==> src/sv/avd_pkg.sv <==
// Package of the autoranging voltmeter display core: types, constants, segment table.
// Used by every module of the block; depends on nothing.
package avd_pkg;

  localparam int unsigned SampleW  = 8;
  localparam int unsigned CountW   = 14;
  localparam int unsigned ProductW = SampleW + CountW;
  localparam int unsigned SegW     = 7;

  localparam logic [CountW-1:0] ReadingMax = 14'd9999;
  localparam logic [SampleW-1:0] SampleMax = 8'd255;

  // floor(2^30 / 255); the quotient estimate is exact or one below.
  localparam int unsigned RecipShift = 30;
  localparam logic [22:0] Recip255   = 23'd4210752;

  typedef enum logic [1:0] {
    CFG_LOW_THRESHOLD     = 2'd0,
    CFG_HIGH_THRESHOLD    = 2'd1,
    CFG_WIDE_FULL_SCALE   = 2'd2,
    CFG_NARROW_FULL_SCALE = 2'd3
  } avd_cfg_idx_e;

  typedef struct packed {
    logic [SampleW-1:0] low_threshold;
    logic [SampleW-1:0] high_threshold;
    logic [CountW-1:0]  wide_full_scale;
    logic [CountW-1:0]  narrow_full_scale;
  } avd_cfg_t;

  typedef struct packed {
    logic [ProductW-1:0] product;
    logic                narrow;
  } avd_entry_t;

  // Segment a is bit 0, segment g is bit 6.
  function automatic logic [SegW-1:0] seg_code(input logic [3:0] digit);
    logic [SegW-1:0] code;
    case (digit)
      4'd0:    code = 7'h3f;
      4'd1:    code = 7'h06;
      4'd2:    code = 7'h5b;
      4'd3:    code = 7'h4f;
      4'd4:    code = 7'h66;
      4'd5:    code = 7'h6d;
      4'd6:    code = 7'h7d;
      4'd7:    code = 7'h07;
      4'd8:    code = 7'h7f;
      4'd9:    code = 7'h6f;
      default: code = 7'h00;
    endcase
    return code;
  endfunction

endpackage

==> src/sv/avd_queue.sv <==
// Small FIFO between the front and the back of the voltmeter display core.
// Holds avd_pkg::avd_entry_t items; depends on avd_pkg.
module avd_queue #(
  parameter int unsigned DEPTH = 2
) (
  input  logic                clk_i,
  input  logic                rst_ni,
  input  logic                push_i,
  input  avd_pkg::avd_entry_t data_i,
  output logic                full_o,
  input  logic                pop_i,
  output avd_pkg::avd_entry_t data_o,
  output logic                empty_o
);
  import avd_pkg::*;

  localparam int unsigned AW = (DEPTH > 1) ? $clog2(DEPTH) : 1;
  localparam int unsigned CW = $clog2(DEPTH + 1);

  avd_entry_t          mem_q [DEPTH];
  logic [AW-1:0]       wr_ptr_q, wr_ptr_d;
  logic [AW-1:0]       rd_ptr_q, rd_ptr_d;
  logic [CW-1:0]       count_q, count_d;
  logic                do_push, do_pop;

  assign full_o  = (count_q == CW'(DEPTH));
  assign empty_o = (count_q == '0);
  assign do_push = push_i && !full_o;
  assign do_pop  = pop_i && !empty_o;
  assign data_o  = mem_q[rd_ptr_q];

  always_comb begin
    wr_ptr_d = wr_ptr_q;
    rd_ptr_d = rd_ptr_q;
    count_d  = count_q;
    if (do_push) begin
      wr_ptr_d = (wr_ptr_q == AW'(DEPTH - 1)) ? '0 : wr_ptr_q + AW'(1);
    end
    if (do_pop) begin
      rd_ptr_d = (rd_ptr_q == AW'(DEPTH - 1)) ? '0 : rd_ptr_q + AW'(1);
    end
    if (do_push && !do_pop) begin
      count_d = count_q + CW'(1);
    end else if (do_pop && !do_push) begin
      count_d = count_q - CW'(1);
    end
  end

  always_ff @(posedge clk_i or negedge rst_ni) begin
    if (!rst_ni) begin
      wr_ptr_q <= '0;
      rd_ptr_q <= '0;
      count_q  <= '0;
    end else begin
      wr_ptr_q <= wr_ptr_d;
      rd_ptr_q <= rd_ptr_d;
      count_q  <= count_d;
    end
  end

  always_ff @(posedge clk_i) begin
    if (do_push) begin
      mem_q[wr_ptr_q] <= data_i;
    end
  end

endmodule

==> src/sv/avd_front.sv <==
// Front of the voltmeter display core: range decision and full-scale product.
// Keeps the range flag and feeds the queue; depends on avd_pkg.
module avd_front (
  input  logic                             clk_i,
  input  logic                             rst_ni,
  input  avd_pkg::avd_cfg_t                cfg_i,
  input  logic                             in_valid_i,
  output logic                             in_ready_o,
  input  logic [avd_pkg::SampleW-1:0]      sample_i,
  input  logic                             queue_full_i,
  output logic                             push_o,
  output avd_pkg::avd_entry_t              entry_o
);
  import avd_pkg::*;

  logic               range_narrow_q, range_narrow_d;
  logic [CountW-1:0]  full_scale;

  assign in_ready_o = !queue_full_i;
  assign push_o     = in_valid_i && in_ready_o;

  // The range switches with hysteresis before the same sample is scaled.
  always_comb begin
    if (!range_narrow_q) begin
      range_narrow_d = (sample_i < cfg_i.low_threshold);
    end else begin
      range_narrow_d = !(sample_i > cfg_i.high_threshold);
    end
  end

  assign full_scale      = range_narrow_d ? cfg_i.narrow_full_scale : cfg_i.wide_full_scale;
  assign entry_o.product = ProductW'(sample_i) * ProductW'(full_scale);
  assign entry_o.narrow  = range_narrow_d;

  always_ff @(posedge clk_i or negedge rst_ni) begin
    if (!rst_ni) begin
      range_narrow_q <= 1'b0;
    end else if (push_o) begin
      range_narrow_q <= range_narrow_d;
    end
  end

endmodule

==> src/sv/avd_back.sv <==
// Back of the voltmeter display core: divide by 255, saturate, split into digits.
// Four-stage pipeline that stalls as a whole on the output; depends on avd_pkg.
module avd_back (
  input  logic                        clk_i,
  input  logic                        rst_ni,
  input  logic                        empty_i,
  input  avd_pkg::avd_entry_t         entry_i,
  output logic                        pop_o,
  output logic                        out_valid_o,
  input  logic                        out_ready_i,
  output logic [avd_pkg::CountW-1:0]  reading_o,
  output logic [avd_pkg::SegW-1:0]    seg_thousands_o,
  output logic [avd_pkg::SegW-1:0]    seg_hundreds_o,
  output logic [avd_pkg::SegW-1:0]    seg_tens_o,
  output logic [avd_pkg::SegW-1:0]    seg_units_o,
  output logic                        point_position_o,
  output logic                        narrow_selected_o
);
  import avd_pkg::*;

  localparam int unsigned MulW = ProductW + 23;
  localparam int unsigned QW   = MulW - RecipShift;

  logic                v1_q, v2_q, v3_q, v4_q;
  logic                en;

  logic [MulW-1:0]     mul1;
  logic [ProductW-1:0] x1_q;
  logic [QW-1:0]       q1_q;
  logic                n1_q;

  logic [ProductW:0]   rem2;
  logic [QW-1:0]       quot2;
  logic [CountW-1:0]   reading2_q;
  logic                n2_q;

  logic [3:0]          th3;
  logic [9:0]          r3;
  logic [3:0]          th3_q;
  logic [9:0]          r3_q;
  logic [CountW-1:0]   reading3_q;
  logic                n3_q;

  logic [3:0]          hu4, te4, un4;
  logic [6:0]          r4;
  logic [CountW-1:0]   reading4_q;
  logic [SegW-1:0]     seg_th_q, seg_hu_q, seg_te_q, seg_un_q;
  logic                n4_q;

  assign en    = !v4_q || out_ready_i;
  assign pop_o = en && !empty_i;

  assign mul1 = MulW'(entry_i.product) * MulW'(Recip255);

  // The estimate is the quotient or one below; the remainder tells which.
  assign rem2  = (ProductW + 1)'(x1_q) - (ProductW + 1)'(q1_q) * (ProductW + 1)'(SampleMax);
  assign quot2 = q1_q + QW'(rem2 >= (ProductW + 1)'(SampleMax));

  always_comb begin
    th3 = 4'd0;
    for (int k = 1; k < 10; k++) begin
      if (reading2_q >= CountW'(k * 1000)) begin
        th3 = 4'(k);
      end
    end
    r3 = 10'(reading2_q - CountW'(th3) * CountW'(1000));
  end

  always_comb begin
    hu4 = 4'd0;
    for (int k = 1; k < 10; k++) begin
      if (r3_q >= 10'(k * 100)) begin
        hu4 = 4'(k);
      end
    end
    r4 = 7'(r3_q - 10'(hu4) * 10'(100));
    te4 = 4'd0;
    for (int k = 1; k < 10; k++) begin
      if (r4 >= 7'(k * 10)) begin
        te4 = 4'(k);
      end
    end
    un4 = 4'(r4 - 7'(te4) * 7'(10));
  end

  always_ff @(posedge clk_i or negedge rst_ni) begin
    if (!rst_ni) begin
      v1_q <= 1'b0;
      v2_q <= 1'b0;
      v3_q <= 1'b0;
      v4_q <= 1'b0;
    end else if (en) begin
      v1_q <= !empty_i;
      v2_q <= v1_q;
      v3_q <= v2_q;
      v4_q <= v3_q;
    end
  end

  always_ff @(posedge clk_i) begin
    if (en) begin
      x1_q       <= entry_i.product;
      q1_q       <= mul1[MulW-1:RecipShift];
      n1_q       <= entry_i.narrow;

      reading2_q <= (quot2 > QW'(ReadingMax)) ? ReadingMax : CountW'(quot2);
      n2_q       <= n1_q;

      th3_q      <= th3;
      r3_q       <= r3;
      reading3_q <= reading2_q;
      n3_q       <= n2_q;

      reading4_q <= reading3_q;
      seg_th_q   <= seg_code(th3_q);
      seg_hu_q   <= seg_code(hu4);
      seg_te_q   <= seg_code(te4);
      seg_un_q   <= seg_code(un4);
      n4_q       <= n3_q;
    end
  end

  assign out_valid_o       = v4_q;
  assign reading_o         = reading4_q;
  assign seg_thousands_o   = seg_th_q;
  assign seg_hundreds_o    = seg_hu_q;
  assign seg_tens_o        = seg_te_q;
  assign seg_units_o       = seg_un_q;
  assign point_position_o  = n4_q;
  assign narrow_selected_o = n4_q;

endmodule

==> src/sv/autorange_voltmeter_display_core.sv <==
// Autoranging voltmeter display core: top level with configuration registers.
// Instantiates avd_front, avd_queue and avd_back; depends on avd_pkg.
//
// Usage:
//   Input channel (in_valid_i, in_ready_o, sample_i) takes one converter sample
//   per item. Output channel (out_valid_o, out_ready_i) returns one result item
//   per sample: reading, four seven-segment digits, point position, range flag.
//   Configuration is written through cfg_we_i, cfg_index_i and cfg_data_i while
//   no item is in flight; index 0 low threshold, 1 high threshold, 2 wide full
//   scale, 3 narrow full scale.
// Timing:
//   A sample accepted by the front passes the queue and the four back stages,
//   and its result waits until the output is free. One item per cycle is sustained
//   while out_ready_i is high; the first back stage holds a 22 by 23 bit reciprocal multiply.
// Reset:
//   The wide range is selected and the registers take 6, 254, 1000 and 5000.
// Stall:
//   When out_ready_i is low the back pipeline holds, the queue of QUEUE_DEPTH
//   entries fills, and in_ready_o drops once it is full.
module autorange_voltmeter_display_core #(
  parameter int unsigned QUEUE_DEPTH = 2
) (
  input  logic                        clk_i,
  input  logic                        rst_ni,
  input  logic                        cfg_we_i,
  input  logic [1:0]                  cfg_index_i,
  input  logic [avd_pkg::CountW-1:0]  cfg_data_i,
  input  logic                        in_valid_i,
  output logic                        in_ready_o,
  input  logic [avd_pkg::SampleW-1:0] sample_i,
  output logic                        out_valid_o,
  input  logic                        out_ready_i,
  output logic [avd_pkg::CountW-1:0]  reading_o,
  output logic [avd_pkg::SegW-1:0]    seg_thousands_o,
  output logic [avd_pkg::SegW-1:0]    seg_hundreds_o,
  output logic [avd_pkg::SegW-1:0]    seg_tens_o,
  output logic [avd_pkg::SegW-1:0]    seg_units_o,
  output logic                        point_position_o,
  output logic                        narrow_selected_o
);
  import avd_pkg::*;

  avd_cfg_t   cfg_q;
  avd_entry_t push_entry, pop_entry;
  logic       push, pop, queue_full, queue_empty;

  always_ff @(posedge clk_i or negedge rst_ni) begin
    if (!rst_ni) begin
      cfg_q.low_threshold     <= 8'd6;
      cfg_q.high_threshold    <= 8'd254;
      cfg_q.wide_full_scale   <= 14'd1000;
      cfg_q.narrow_full_scale <= 14'd5000;
    end else if (cfg_we_i) begin
      case (cfg_index_i)
        CFG_LOW_THRESHOLD:     cfg_q.low_threshold     <= cfg_data_i[SampleW-1:0];
        CFG_HIGH_THRESHOLD:    cfg_q.high_threshold    <= cfg_data_i[SampleW-1:0];
        CFG_WIDE_FULL_SCALE:   cfg_q.wide_full_scale   <= cfg_data_i;
        CFG_NARROW_FULL_SCALE: cfg_q.narrow_full_scale <= cfg_data_i;
        default: ;
      endcase
    end
  end

  avd_front u_front (
    .clk_i        (clk_i),
    .rst_ni       (rst_ni),
    .cfg_i        (cfg_q),
    .in_valid_i   (in_valid_i),
    .in_ready_o   (in_ready_o),
    .sample_i     (sample_i),
    .queue_full_i (queue_full),
    .push_o       (push),
    .entry_o      (push_entry)
  );

  avd_queue #(
    .DEPTH (QUEUE_DEPTH)
  ) u_queue (
    .clk_i   (clk_i),
    .rst_ni  (rst_ni),
    .push_i  (push),
    .data_i  (push_entry),
    .full_o  (queue_full),
    .pop_i   (pop),
    .data_o  (pop_entry),
    .empty_o (queue_empty)
  );

  avd_back u_back (
    .clk_i             (clk_i),
    .rst_ni            (rst_ni),
    .empty_i           (queue_empty),
    .entry_i           (pop_entry),
    .pop_o             (pop),
    .out_valid_o       (out_valid_o),
    .out_ready_i       (out_ready_i),
    .reading_o         (reading_o),
    .seg_thousands_o   (seg_thousands_o),
    .seg_hundreds_o    (seg_hundreds_o),
    .seg_tens_o        (seg_tens_o),
    .seg_units_o       (seg_units_o),
    .point_position_o  (point_position_o),
    .narrow_selected_o (narrow_selected_o)
  );

endmodule

==> config.mk <==
export PLATFORM = sky130hd
export DESIGN_NAME = autorange_voltmeter_display_core
export DESIGN_NICKNAME = d
export VERILOG_FILES = /design/src/sv/avd_pkg.sv /design/src/sv/avd_queue.sv /design/src/sv/avd_front.sv /design/src/sv/avd_back.sv /design/src/sv/autorange_voltmeter_display_core.sv
export SDC_FILE = /design/constraint.sdc
export NUM_CORES = 1
export LEC_CHECK = 0
export ABC_CLOCK_PERIOD_IN_PS = 8100
export BUFFER_PORTS_ARGS = -buffer_cell sky130_fd_sc_hd__buf_2
export CORE_MARGIN = 2
export CORE_UTILIZATION = 43
export CTS_CLUSTER_DIAMETER = 40
export DETAILED_ROUTE_END_ITERATION = 8
export PLACE_DENSITY_LB_ADDON = 0.2
export SLEW_MARGIN = 20
export SYNTH_ARGS = -nofsm -noshare
export SYNTH_HDL_FRONTEND = slang
export SYNTH_HIERARCHICAL = 1
export SYNTH_SLANG_ARGS = --single-unit
==> constraint.sdc <==
create_clock -name clk_i -period 8.1 [get_ports clk_i]
set_input_delay 0.81 -clock clk_i [delete_from_list [all_inputs] [get_ports clk_i]]
set_output_delay 0.81 -clock clk_i [all_outputs]
set_load 0.03 [all_outputs]
======== Yosys cells after proc, flatten, opt, wreduce, memory -nomap -nowiden ========
Memory sizes are Yosys's and may differ from the RTL's. A register that Yosys moved wholly into a read port is not among the register bits.
Index checks and enable logic that the tools add are counted.
word-level totals
  register bits after elaboration ......... 150
  bits in writable memories ............... 46
  memory bits (read-only) ................. 448
  memories ................................ 5
memory list
  name             depth  bits a word  rd ports  clocked after Yosys merged registers in  wr ports  line             text
  (no name shown)  16     7            1         1                                        0         avd_pkg.sv:39    case (digit)
  (no name shown)  16     7            1         1                                        0         avd_pkg.sv:39
  (no name shown)  16     7            1         1                                        0         avd_pkg.sv:39
  (no name shown)  16     7            1         1                                        0         avd_pkg.sv:39
  u_queue.mem_q    2      23           1         0                                        1         avd_queue.sv:20  avd_entry_t mem_q [DEPTH];
cells by class
  add/subtract/negate cells ............... 9
  $mul .................................... 6
  $lt $le $gt $ge ......................... 31
  eq/ne operators ......................... 4
  multiplexer cells ....................... 35
  reductions and logical operators ........ 20
operators with widths
  operator                                                              number
  greater-or-equal comparator 14 x 13 -> 1 bit (second input constant)  4
  2-to-1 mux 4 bit                                                      12
  greater-or-equal comparator 10 bit (second input constant)            4
  multiplier 22 x 17 -> 39 bit (second input constant)                  1
  greater-or-equal comparator 10 x 9 -> 1 bit (second input constant)   3
  greater-or-equal comparator 14 x 12 -> 1 bit (second input constant)  2
  2-to-1 mux 3 bit                                                      8
  greater-or-equal comparator 23 x 8 -> 1 bit (second input constant)   1
  multiplier 15 x 8 -> 23 bit (second input constant)                   1
  subtractor 22 x 23 -> 23 bit                                          1
  multiplier 8 x 14 -> 22 bit                                           1
  greater-or-equal comparator 7 x 6 -> 1 bit (second input constant)    3
  greater-or-equal comparator 7 bit (second input constant)             3
  adder 15 x 1 -> 15 bit                                                1
  greater-than comparator 15 x 14 -> 1 bit (second input constant)      1
  greater-or-equal comparator 14 x 10 -> 1 bit (second input constant)  1
  greater-or-equal comparator 14 x 11 -> 1 bit (second input constant)  1
  greater-or-equal comparator 14 bit (second input constant)            1
  greater-or-equal comparator 7 x 5 -> 1 bit (second input constant)    2
  2-to-1 mux 14 bit                                                     1
  2-to-1 mux 2 bit                                                      6
  greater-or-equal comparator 10 x 7 -> 1 bit (second input constant)   1
  greater-or-equal comparator 10 x 8 -> 1 bit (second input constant)   1
  subtractor 10 bit                                                     1
  20 further kinds                                                      44

======== Longest topological paths before layout ========
  depth after elaboration ................. 24
  depth in mapped cells ................... 31

======== Hierarchy ========
Netlist, hierarchy kept.
by module, submodules not included
  module                            times used  cells each  area each (µm²)  sequential area each (µm²)
  avd_back                          1           1130        12007.8          3763.6
  avd_front                         1           777         5738.0           25.0
  avd_queue                         1           91          1959.4           1481.4
  autorange_voltmeter_display_core  1           94          1672.9           1126.1

======== Worst setup path before layout ========
OpenSTA, ideal clock, no wires.
  kind .................................... reg-to-reg
  start ................................... reg u_back.q1_q[4]
  end ..................................... reg u_back.reading2_q[0], data pin
  arrival ................................. 6.933 ns
  data required time ...................... 7.838 ns
  setup slack ............................. 0.905 ns
  stages on the path, launching flop included .. 30
  buffers on the path ..................... 1
  period minus slack after synthesis ...... 7.195 ns
  path through ............................ edfxtp_1 -> inv_1 -> fa_1 -> inv_1 -> fa_1 -> inv_1 -> fa_1 -> inv_1 -> fa_1 -> inv_1 -> ha_1 -> a21o_1 -> and3_1 -> a221oi_1 -> a211oi_1 -> o311ai_0 -> o41ai_1 -> a2111oi_0 -> and4_1 -> o311ai_0 -> ha_1 -> ha_1 -> and2_1 -> clkbuf_1 -> and3_1 -> and3_1 -> xnor2_1 -> nor3_1 -> o21ai_1 -> or2_2
between the ends
  longest elaborated chain between the ends .. 5
ends and longest elaborated chain
  element                                      line             text
  start, declared                              avd_back.sv:29   logic [QW-1:0] q1_q;
  start signal, assigned                       avd_back.sv:103  q1_q <= mul1[MulW-1:RecipShift];
  multiplier 15 x 8 -> 23 bit                  avd_back.sv:56   assign rem2 = (ProductW + 1)'(x1_q) - (ProductW + 1)'(q1_q) * (ProductW + 1)'(SampleMax);
  subtractor 22 x 23 -> 23 bit                 avd_back.sv:56
  greater-or-equal comparator 23 x 8 -> 1 bit  avd_back.sv:57   assign quot2 = q1_q + QW'(rem2 >= (ProductW + 1)'(SampleMax));
  adder 15 x 1 -> 15 bit *                     avd_back.sv:57
  greater-than comparator 15 x 14 -> 1 bit     avd_back.sv:106  reading2_q <= (quot2 > QW'(ReadingMax)) ? ReadingMax : CountW'(quot2);
  end signal, assigned                         avd_back.sv:106
  end, declared                                avd_back.sv:34   logic [CountW-1:0] reading2_q;
Every way passes the cells marked *; elsewhere a longest branch is shown, timed or not.
A chain may end at the register's enable or synchronous reset.

======== Final worst setup path ========
  start ................................... reg u_back.q1_q[13]
  end ..................................... reg u_back.reading2_q[1], data pin
Same word-level chain as after synthesis.

==> metrics <==
result of the run=complete, no violations; DIE AREA=51500 µm²; TritonCTS clock tree=built; CP startpoint=u_back/q1_q[13]; total met3 wirelength after detailed routing=1.54 mm; fraction of the mapped netlist area in compound gates=8.18%; Total Nets Final=2574; fraction of registers with async set/reset=24.0%; Port-buffer cells=74; number of violations reported at the end of detailed-routing iteration 0=682; ratio of routed vias to standard cells=5.13; Highest Signal Layer=met4; Max-Cap Viols=0; ANT cells=0; post-synth net total=2531; number of clock sinks seen by CTS=221; Total Routing Usage GR=17.4%; transition time at the pin with the least slew margin=1.08 ns; simple-gate area share of the yosys netlist=10.7%; Cell Count, Final, Fillers Out=2826; xor/xnor cell area share of the yosys netlist=3.66%; via count=14.5k; Std-Cell Core Area=49100 µm²; Max Transition Viols Final=0; width of the die=227 µm; wire length on met1=19.8 mm; Warnings, synthesis=6; worst reg2reg path startpoint=u_back/q1_q[13]; Fin Setup TNS=0 ns; Syn-to-layout area delta=9.91%; Longest Clk Path Bufs=3; count of final setup violators=0; category of the worst setup path launch point=flop; endpoint class of the critical path=flop; setup bufs post-CTS=0; Routed wire per std cell=15.6 µm; largest net degree at the start of global routing=87; Cell Count Post-Placement=2761; largest family of logic cells by synthesized area=adder cells; hold slack=0.416 ns; Final GP Congestion=0.878; Final period util=95.2%; Detail Placement HPWL=34.5 mm; H-Tree Level Count=2; mux cell area share after synthesis=9.53%; DRC Markers=0; utilization of the core after routing=47.9%; final wirelength=44.0 mm; final worst clock skew=0.0241 ns; final antenna-violating net count=0; initial core utilization=43.6%; Final Hold Violating Endpoints=0; most common library cell in the layout ignoring fill and taps=inv_1; number of instances in the synthesized netlist=2092; reg-to-reg setup timing slack=0.39 ns; data required time at the worst endpoint=8.38 ns; clock root buffer=clkbuf_16; number of iterations in the first detailed-routing pass=5; final period demand of the worst path=7.71 ns; Synth Area in Adders=29.9%; antenna violations before repair=0; io pins=75; Crit Reg-Reg Endpoint=u_back/reading2_q[1]; mean area per synthesized cell=10.2 µm²; clock transition at the registers of the reported paths=0.05 ns; die height=227 µm; first-pass GRT wire length=72.2 mm; Synth cell types=80; maximum fanout along the worst path=9; later-pin clock latency in the skew report=0.54 ns; crit path kind=reg -> reg; maximum frequency from static timing analysis=0.130 GHz; critical path arrival=7.99 ns; sequential element share of the synthesized area=29.9%; vias in the first global route=14.5k; number of clock buffers inserted by TritonCTS=36; Netlist Area Pre-Place=21400 µm²; Max-slew headroom=28.0%; #FFs+latches synth=221; Main synth FF type=edfxtp_1; length of routed met2 wiring=22.0 mm; number of enable-type register cells in the synthesized netlist=168; total congestion overflow=0; number of placement rows=81; depth of the worst register-to-register path=24; share of post-route cells with drive strength above 1=13.1%; unrepaired setup endpoints after global routing=false; commonest non-fill, non-tap cells in the layout=inv_1 (334), nand2_1 (298), ha_1 (242); HP Class=in -> async
-- state kept, by name, summed over array words and instances (netlist names), 4 cells and up --
signal / flops
u_back/reading2_q: 14
u_back/q1_q: 15
u_back/r3_q: 10
u_back/th3_q: 4
u_back/seg_thousands_o: 7
u_back/reading3_q: 11
u_back/seg_hundreds_o: 7
u_back/x1_q: 22
cfg_q: 44
u_queue/mem_q: 46
u_back/reading_o: 14
u_back/seg_units_o: 7
u_back/seg_tens_o: 7
-- cell families after synthesis --
group / Yosys count
xor gates and xnor gates: 85
adders and majority gates: 410
AOI/OAI and AO/OA: 255
DFF: 221
and+or+nand+nor: 513
buffers and inverters: 423
muxes: 185
-- worst max path at each step --
stage                                 endpoint  depth (start not counted)  slack, ns
after CTS                 u_back/reading2_q[1]                         28       0.16
after floorplan           u_back/reading2_q[0]                         29       0.90
final                     u_back/reading2_q[1]                         24       0.39
after global placement    u_back/reading2_q[0]                         28       0.33
after detailed placement  u_back/reading2_q[2]                         29       0.23
after global routing      u_back/reading2_q[1]                         26       0.02
-- critical path, cell delays in order (launching register included) --
cell and delay, ns:
edfxtp_1 0.47, inv_1 0.26, fa_1 0.52, fa_1 0.49, fa_1 0.55, inv_1 0.06, fa_1 0.53, inv_1 0.04
ha_1 0.26, a2111oi_0 0.58, nand2_1 0.11, a2111oi_0 0.60, o2111ai_1 0.21, a2111oi_0 0.40, and4_1 0.27, o311ai_2 0.15
ha_1 0.25, ha_1 0.21, and2_1 0.22, and3_1 0.24, and3_1 0.21, xnor2_1 0.13, nor3_1 0.23, o21ai_2 0.16
or2_2 0.30
-- cell type report --
class | count | area (µm²)
clock inverter | 23 | 270
timing repair buffer | 93 | 526
fill | 4585 | 25600
clock buffer | 42 | 943
sequential | 221 | 6400
inverter | 335 | 1260
tap | 664 | 831
multi-input combinational | 1448 | 13300
-- through the flow --
stage	worst slack (ns)	instance area, µm²
floorplan	0.905	21400
global placement	0.326	22300
detailed placement	0.231	22300
CTS	0.155	23500
global route	0.0197	23500
finish	0.386	23500
-- synth_stat cells, types with 8 or more instances --
cell type  number  area, µm²
mux2i_1        96        961
dfrtp_1        33        826
and3_1         13       81.3
edfxtp_1      168       5040
mux2_2         62        698
nor3_1         22        110
a2111oi_0      10       87.6
clkbuf_1       36        135
a211oi_1       12       90.1
buf_6          12        135
ha_1          242       3030
o21ai_0        34        170
a31oi_1        13       81.3
o211ai_1        8       60.1
nand4_1        14       87.6
inv_1         335       1260
a21o_1         24        180
nor2_1         71        267
dfstp_2        20        526
nor2b_1        13       81.3
a21oi_1        66        330
buf_1          28        105
o21a_1         13       97.6
xnor2_1        61        534
fa_1          168       3360
nand2_1       298       1120
nand2b_1       13       81.3
xor2_1         22        193
o22ai_1        12       75.1
mux2_4         20        300
nand3_1        30        150
-- routing by layer --
layer | track usage [%] | vias up
li1 | - | 7120
met1 | 22.6 | 7067
met2 | 30.7 | 266
met3 | 2.25 | 53
met4 | 4.45 | 0
met5 | 0 | -
-- repair_timing --
action / CTS / global route
hold buffers: 0 / 0
resized for setup: 0 / 4
endpoints found under the setup margin: 0 / 13
Power is left out: the tool's default activity adds up to more than one toggle a clock period on the data nets, which glitch-free logic cannot reach.
